<file path="config.mk">
export PLATFORM = sky130hd
export DESIGN_NAME = window_vote_stepped_level
export DESIGN_NICKNAME = d
export VERILOG_FILES = /design/src/hw/rtl/wvsl_pkg.sv /design/src/hw/rtl/wvsl_step.sv /design/src/hw/rtl/window_vote_stepped_level.sv
export VERILOG_INCLUDE_DIRS = /design/src /design/src/hw/rtl
export SDC_FILE = /design/constraint.sdc
export NUM_CORES = 1
export LEC_CHECK = 0
export CAP_MARGIN = 20
export CORE_MARGIN = 4
export CORE_UTILIZATION = 60
export CTS_BUF_LIST = sky130_fd_sc_hd__clkbuf_16
export DETAILED_ROUTE_END_ITERATION = 6
export DONT_BUFFER_PORTS = 1
export MAX_ROUTING_LAYER = met4
export PLACE_DENSITY = 0.82
export REMOVE_ABC_BUFFERS = 1
export SETUP_SLACK_MARGIN = 0.15
export SLEW_MARGIN = 20
export SYNTH_ARGS = -nofsm -noshare
export SYNTH_HDL_FRONTEND = slang
export SYNTH_HIERARCHICAL = 1
export SYNTH_SLANG_ARGS = --single-unit
</file>
<file path="constraint.sdc">
create_clock -name clk -period 6.35 [get_ports clk]
set_clock_uncertainty 0.15 [all_clocks]
set_input_delay 1.27 -clock clk [delete_from_list [all_inputs] [get_ports clk]]
set_output_delay 1.27 -clock clk [all_outputs]
set_load 0.01 [all_outputs]
</file>
<file path="src/hw/rtl/assert_macros.svh">
// assertion macros used by the rtl top level
// expects clk and rst_n in the including scope
`ifndef ASSERT_MACROS_SVH
`define ASSERT_MACROS_SVH

// implication checked on every rising edge outside reset
`define CHECK_IMPL(label, ante, cons, msg) \
  label: assert property (@(posedge clk) disable iff (!rst_n) (ante) |-> (cons)) \
    else $error(msg);

// consequence checked in the cycle after the antecedent
`define CHECK_NEXT(label, ante, cons, msg) \
  label: assert property (@(posedge clk) disable iff (!rst_n) (ante) |=> (cons)) \
    else $error(msg);

`endif

</file>
<file path="src/hw/rtl/wvsl_pkg.sv">
// types, constants and helpers for the windowed vote stepped level block
// no dependencies
package wvsl_pkg;

  localparam int WINDOW = 10;
  localparam int CNT_W = ($clog2(WINDOW + 1) > 4) ? $clog2(WINDOW + 1) : 4;

  localparam int LEVEL_W = 10;
  localparam int VOTE_W = 4;
  localparam int TIME_W = 32;
  localparam int HOLD_W = 16;
  localparam int CAP_W = 8;

  localparam int IN_W = 40;
  localparam int OUT_W = 24;
  localparam int CFG_IDX_W = 8;
  localparam int CFG_DATA_W = 16;

  localparam logic signed [LEVEL_W-1:0] STEP_SIZE = 10'sd25;
  localparam logic signed [LEVEL_W-1:0] LEVEL_RESET = 10'sd128;
  localparam logic signed [LEVEL_W-1:0] LEVEL_MIN = -10'sd24;
  localparam logic signed [LEVEL_W-1:0] LEVEL_MAX = 10'sd279;

  localparam logic [VOTE_W-1:0] THRESHOLD_RESET = 4'd6;
  localparam logic [HOLD_W-1:0] HOLDOFF_RESET = 16'd1000;
  localparam logic [CAP_W-1:0] UPPER_CAP_RESET = 8'd253;
  localparam logic [CAP_W-1:0] LOWER_CAP_RESET = 8'd3;

  localparam logic [CFG_IDX_W-1:0] REG_VOTE_THRESHOLD = 8'd0;
  localparam logic [CFG_IDX_W-1:0] REG_HOLDOFF_MS = 8'd1;
  localparam logic [CFG_IDX_W-1:0] REG_UPPER_CAP = 8'd2;
  localparam logic [CFG_IDX_W-1:0] REG_LOWER_CAP = 8'd3;

  typedef enum logic [1:0] {
    CHG_NONE = 2'd0,
    CHG_UP   = 2'd1,
    CHG_DOWN = 2'd2
  } chg_t;

  typedef struct packed {
    logic [VOTE_W-1:0]  vote_threshold;
    logic [HOLD_W-1:0]  holdoff_ms;
    logic [CAP_W-1:0]   upper_cap;
    logic [CAP_W-1:0]   lower_cap;
  } cfg_t;

  typedef struct packed {
    logic [WINDOW-1:0]         up_win;
    logic [WINDOW-1:0]         down_win;
    logic [TIME_W-1:0]         last_change;
    logic signed [LEVEL_W-1:0] level;
  } state_t;

  // last field in the lowest bits
  typedef struct packed {
    logic [VOTE_W-1:0]         down_votes;
    logic [VOTE_W-1:0]         up_votes;
    chg_t                      change;
    logic signed [LEVEL_W-1:0] level;
  } res_t;

  function automatic logic [CNT_W-1:0] ones_in(input logic [WINDOW-1:0] w);
    logic [CNT_W-1:0] n;
    n = '0;
    for (int i = 0; i < WINDOW; i++) begin
      n = n + CNT_W'(w[i]);
    end
    return n;
  endfunction

endpackage

</file>
<file path="src/hw/rtl/wvsl_step.sv">
// one update of the vote windows and the stepped level
// depends on wvsl_pkg
module wvsl_step (
  input  wvsl_pkg::cfg_t                 cfg,
  input  wvsl_pkg::state_t               st,
  input  logic                           up_sample,
  input  logic                           down_sample,
  input  logic [wvsl_pkg::TIME_W-1:0]    now_ms,
  output wvsl_pkg::state_t               st_nxt,
  output wvsl_pkg::res_t                 res
);

  logic [wvsl_pkg::WINDOW-1:0] up_win;
  logic [wvsl_pkg::WINDOW-1:0] down_win;
  logic [wvsl_pkg::CNT_W-1:0]  up_cnt;
  logic [wvsl_pkg::CNT_W-1:0]  down_cnt;
  logic [wvsl_pkg::TIME_W-1:0] elapsed;
  logic                        hold_ok;
  logic                        up_go;
  logic                        down_go;
  logic signed [wvsl_pkg::LEVEL_W-1:0] upper_s;
  logic signed [wvsl_pkg::LEVEL_W-1:0] lower_s;

  always_comb begin
    up_win   = (st.up_win << 1) | wvsl_pkg::WINDOW'(up_sample);
    down_win = (st.down_win << 1) | wvsl_pkg::WINDOW'(down_sample);
    up_cnt   = wvsl_pkg::ones_in(up_win);
    down_cnt = wvsl_pkg::ones_in(down_win);
    elapsed  = now_ms - st.last_change;
    hold_ok  = elapsed > wvsl_pkg::TIME_W'(cfg.holdoff_ms);
    upper_s  = signed'(wvsl_pkg::LEVEL_W'(cfg.upper_cap));
    lower_s  = signed'(wvsl_pkg::LEVEL_W'(cfg.lower_cap));
    up_go    = (up_cnt >= wvsl_pkg::CNT_W'(cfg.vote_threshold)) && hold_ok &&
               (st.level < upper_s);
    down_go  = (down_cnt >= wvsl_pkg::CNT_W'(cfg.vote_threshold)) && hold_ok &&
               (st.level > lower_s);

    st_nxt.up_win      = up_win;
    st_nxt.down_win    = down_win;
    priority if (up_go) begin
      st_nxt.level       = st.level + wvsl_pkg::STEP_SIZE;
      st_nxt.last_change = now_ms;
      res.change         = wvsl_pkg::CHG_UP;
    end else if (down_go) begin
      st_nxt.level       = st.level - wvsl_pkg::STEP_SIZE;
      st_nxt.last_change = now_ms;
      res.change         = wvsl_pkg::CHG_DOWN;
    end else begin
      st_nxt.level       = st.level;
      st_nxt.last_change = st.last_change;
      res.change         = wvsl_pkg::CHG_NONE;
    end

    res.level      = st_nxt.level;
    res.up_votes   = up_cnt[wvsl_pkg::VOTE_W-1:0];
    res.down_votes = down_cnt[wvsl_pkg::VOTE_W-1:0];
  end

endmodule

</file>
<file path="src/hw/rtl/window_vote_stepped_level.sv">
// top level of the windowed vote stepped level block
// depends on wvsl_pkg, wvsl_step and assert_macros.svh
//
//  channel  dir  handshake            payload
//  in_      in   in_tvalid/in_tready   in_tdata: up_sample, down_sample, now_ms
//  out_     out  out_tvalid/out_tready out_tdata: level, change, up_votes, down_votes
//  cfg_     in   cfg_valid/cfg_ready   cfg_index, cfg_data
//
// input stage, then result register; one word per cycle sustained while out_tready stays high
// the state update is a loop from st_r through wvsl_step back into st_r
// synchronous active-low reset clears windows, change time, valid flags; level and config get reset values
// a stalled output holds the input stage; in_tready drops only when both are full and out_tready is low
// cfg_ready is always high
`include "assert_macros.svh"

module window_vote_stepped_level (
  input  logic                              clk,
  input  logic                              rst_n,
  input  logic                              in_tvalid,
  output logic                              in_tready,
  // [0] up_sample, [1] down_sample, [33:2] now_ms, [39:34] zero
  input  logic [wvsl_pkg::IN_W-1:0]         in_tdata,
  output logic                              out_tvalid,
  input  logic                              out_tready,
  // [9:0] level, [11:10] change, [15:12] up_votes, [19:16] down_votes, [23:20] zero
  output logic [wvsl_pkg::OUT_W-1:0]        out_tdata,
  input  logic                              cfg_valid,
  output logic                              cfg_ready,
  input  logic [wvsl_pkg::CFG_IDX_W-1:0]    cfg_index,
  input  logic [wvsl_pkg::CFG_DATA_W-1:0]   cfg_data
);

  logic                        s1_valid_r;
  logic                        s1_up_r;
  logic                        s1_down_r;
  logic [wvsl_pkg::TIME_W-1:0] s1_now_r;
  logic                        out_valid_r;
  wvsl_pkg::res_t              out_res_r;
  wvsl_pkg::state_t            st_r;
  wvsl_pkg::state_t            st_nxt;
  wvsl_pkg::res_t              res;
  wvsl_pkg::cfg_t              cfg_r;
  logic                        advance;
  logic                        in_fire;

  assign advance    = s1_valid_r && (!out_valid_r || out_tready);
  assign in_tready  = !s1_valid_r || advance;
  assign in_fire    = in_tvalid && in_tready;
  assign out_tvalid = out_valid_r;
  assign out_tdata  = {{(wvsl_pkg::OUT_W - $bits(wvsl_pkg::res_t)){1'b0}}, out_res_r};
  assign cfg_ready  = 1'b1;

  wvsl_step u_step (
    .cfg         (cfg_r),
    .st          (st_r),
    .up_sample   (s1_up_r),
    .down_sample (s1_down_r),
    .now_ms      (s1_now_r),
    .st_nxt      (st_nxt),
    .res         (res)
  );

  // input stage
  always_ff @(posedge clk) begin
    if (!rst_n) begin
      s1_valid_r <= 1'b0;
    end else if (in_tready) begin
      s1_valid_r <= in_tvalid;
    end
    if (in_fire) begin
      s1_up_r   <= in_tdata[0];
      s1_down_r <= in_tdata[1];
      s1_now_r  <= in_tdata[wvsl_pkg::TIME_W+1:2];
    end
  end

  // state and result word
  always_ff @(posedge clk) begin
    if (!rst_n) begin
      out_valid_r       <= 1'b0;
      st_r.up_win       <= '0;
      st_r.down_win     <= '0;
      st_r.last_change  <= '0;
      st_r.level        <= wvsl_pkg::LEVEL_RESET;
    end else begin
      if (advance) begin
        st_r        <= st_nxt;
        out_valid_r <= 1'b1;
      end else if (out_tready) begin
        out_valid_r <= 1'b0;
      end
    end
    if (advance) begin
      out_res_r <= res;
    end
  end

  // configuration registers
  always_ff @(posedge clk) begin
    if (!rst_n) begin
      cfg_r.vote_threshold <= wvsl_pkg::THRESHOLD_RESET;
      cfg_r.holdoff_ms     <= wvsl_pkg::HOLDOFF_RESET;
      cfg_r.upper_cap      <= wvsl_pkg::UPPER_CAP_RESET;
      cfg_r.lower_cap      <= wvsl_pkg::LOWER_CAP_RESET;
    end else if (cfg_valid && cfg_ready) begin
      unique case (cfg_index)
        wvsl_pkg::REG_VOTE_THRESHOLD:
          cfg_r.vote_threshold <= cfg_data[wvsl_pkg::VOTE_W-1:0];
        wvsl_pkg::REG_HOLDOFF_MS:
          cfg_r.holdoff_ms <= cfg_data[wvsl_pkg::HOLD_W-1:0];
        wvsl_pkg::REG_UPPER_CAP:
          cfg_r.upper_cap <= cfg_data[wvsl_pkg::CAP_W-1:0];
        wvsl_pkg::REG_LOWER_CAP:
          cfg_r.lower_cap <= cfg_data[wvsl_pkg::CAP_W-1:0];
        default: begin
        end
      endcase
    end
  end

  `CHECK_IMPL(a_stall_blocks_input, s1_valid_r && out_valid_r && !out_tready, !in_tready, "input taken while both stages full")
  `CHECK_NEXT(a_level_hold, advance && res.change == wvsl_pkg::CHG_NONE, $stable(st_r.level), "level moved without a change")
  `CHECK_NEXT(a_change_time, advance && res.change != wvsl_pkg::CHG_NONE, st_r.last_change == $past(s1_now_r), "change time not recorded")
  `CHECK_IMPL(a_level_range, 1'b1, st_r.level >= wvsl_pkg::LEVEL_MIN && st_r.level <= wvsl_pkg::LEVEL_MAX, "level out of range")

endmodule

</file>
==> qor.csv <==
metric;value;unit
outcome;finished clean;
grt_max_degree;64;
clk_pin_slew_worst_paths;0.06;ns
fill_cells;1328;
yosys_warnings;6;
cap_violations;0;
clock_path_buffers;2;
rows;46;
ios;96;
syn_inst;1120;
fin_setup_tns;0;ns
dr.pass1.iters;5;
ant_nets;0;
postCtsHoldBufs;0;
num_vias;7743;
io_buffers;0;
final-setup-viol-count;0;
core_region_area;16100;µm²
chipHeight;137;µm
period_needed;5.95;ns
drt-vias-per-instance;6.04;
powerDensity;217;nW/µm²
mostFrequentLayoutCell;a21oi_1;
grt-ovfl-total;0;
die_w;137;µm
final_area;10400;µm²
cts_resized;0;
grt_pass1_wl;36400;µm
cts_sinks;152;
antennaDiodeCount;0;
dpl_cell_area;9810;µm²
initial_core_util;0.619;
critPathKind;reg2reg;
power_frac_comb;0.103;
slew_headroom;0.330;
post_cts_buffers;0;
place_hpwl;15100;µm
antenna_found_initial;0;
netlist_area;9980;µm²
mostFrequentLayoutCells;112 x a21oi_1, 106 x inv_1, 97 x dfxtp_1;
drc_errors;0;
cp.arrival;6.08;ns
cts_max_level;4;
routabilityCongestion;0.942;
tightest_slew;1.00;ns
max_stage_delay;0.63;ns
wire_per_inst;17.1;µm
grt_pass1_vias;7630;
pwr-share-clk;0.432;
startpoint_type;flop;
crit_path_end_kind;flop;
p_sw;572;µW
p_seq_frac;0.465;
max_freq;168;MHz
cp_slowest_cell;a2111oi_0;
leakagePower;4.18;nW
grtUsageTotal;0.248;
slew_viol_final;0;
dieArea;18800;µm²
cts_made_buffers;17;
period_share;0.938;
path_common_cell;nor2_1;
total_power;2.25;mW
internal_power;1.68;mW
num-nets-final;1211;
syn_avg_cell_area;8.91;µm²
worstPathCellList;inv_1, ha_1, fa_1, nand2b_1, a21o_1, a21oi_1, nor2_1, o21bai_1, xor2_1, ha_1, nand4_1, nor2_1, a221o_1, a211oi_1, o2bb2ai_1, a2111oi_0, nand4_1, nor4_4, buf_4, nor2_1, a2111o_1, nand3_1, a21oi_1;
clock_latency;0.43;ns
required;6.48;ns
worst_hold_path_type;reg2reg;
finalWirelength;21900;µm
hold_viol;0;
sw_frac_of_total;0.255;
cts_tree;built;
irDropWorstVdd;184;µV
areaGrowthSynthToFinish;3.98;%
crit_path_max_fanout;13;
rsz0062_at_grt;no;
drt-initial-drc-count;656;
drive_above_1_share;0.0798;
holdWs;0.307;ns
root_buffer;clkbuf_16;
[area by class of cell]
cell class                      count  area, µm²  share of cell area
Clock inverter                     11       65.1             0.00627
Multi-Input combinational cell    765       5460               0.527
Timing Repair Buffer               10       87.6             0.00844
Inverter                          107        402              0.0387
Sequential cell                   152       3580               0.346
Tap cell                          216        270              0.0261
Clock buffer                       20        500              0.0483
[per-layer routing]
layer	global-route usage	vias up	routed length, µm
met1	0.302	3703	9540
met2	0.409	233	10900
met4	0.0976	0	473
met3	0.0449	41	983
met5	-	-	0
li1	-	3766	-
[registers in the layout, indices dropped and copies added (netlist names)]
| signal | flops |
|---|---|
| s1_down_r | 1 |
| out_tvalid | 1 |
| s1_now_r | 32 |
| cfg_r | 36 |
| s1_up_r | 1 |
| st_r | 60 |
| s1_valid_r | 1 |
| out_tdata | 20 |
[metrics by stage]
stage	util	worst slack, ns	instances
2_1_floorplan	-	0.239	1024
3_3_place_gp	0.609	0.567	1250
3_5_place_dp	0.609	0.492	1250
4_1_cts	0.644	0.474	1281
5_1_grt	0.644	0.232	1281
6_report	0.644	0.396	1281
[worst paths after layout]
path | slack (ns) | end | cells past startpoint | from
hold reg to reg | 0.31 | cfg_r[31]$_SDFFE_PN0P_ | 2 | cfg_r[31]$_SDFFE_PN0P_
setup / recovery | 0.40 | st_r[1]$_SDFFE_PN0P_ | 23 | s1_now_r[0]$_DFFE_PP_
setup reg to reg | 0.40 | st_r[1]$_SDFFE_PN0P_ | 23 | s1_now_r[0]$_DFFE_PP_
hold / removal | 0.31 | cfg_r[31]$_SDFFE_PN0P_ | 2 | cfg_r[31]$_SDFFE_PN0P_
[power groups by stage]
stage	Combinational [mW]	Clock, mW	Sequential (mW)
finish	0.230	0.971	1.05
global route	0.257	1.03	1.05
CTS	0.227	0.986	1.05
detailed placement	0.224	0	1.07
global placement	0.221	0	1.07
floorplan	0.164	0	1.07
[critical path, delay by kind of cell (launching register included)]
family / cells / cell delay [ns]
xor gates and xnor gates: 1 / 0.25
adders and majority gates: 3 / 0.92
and+or+nand+nor: 8 / 1.39
buffers and inverters: 2 / 0.33
AOI/OAI and AO/OA: 9 / 2.41
DFF: 1 / 0.35
Power figures use the tool's default switching activity.
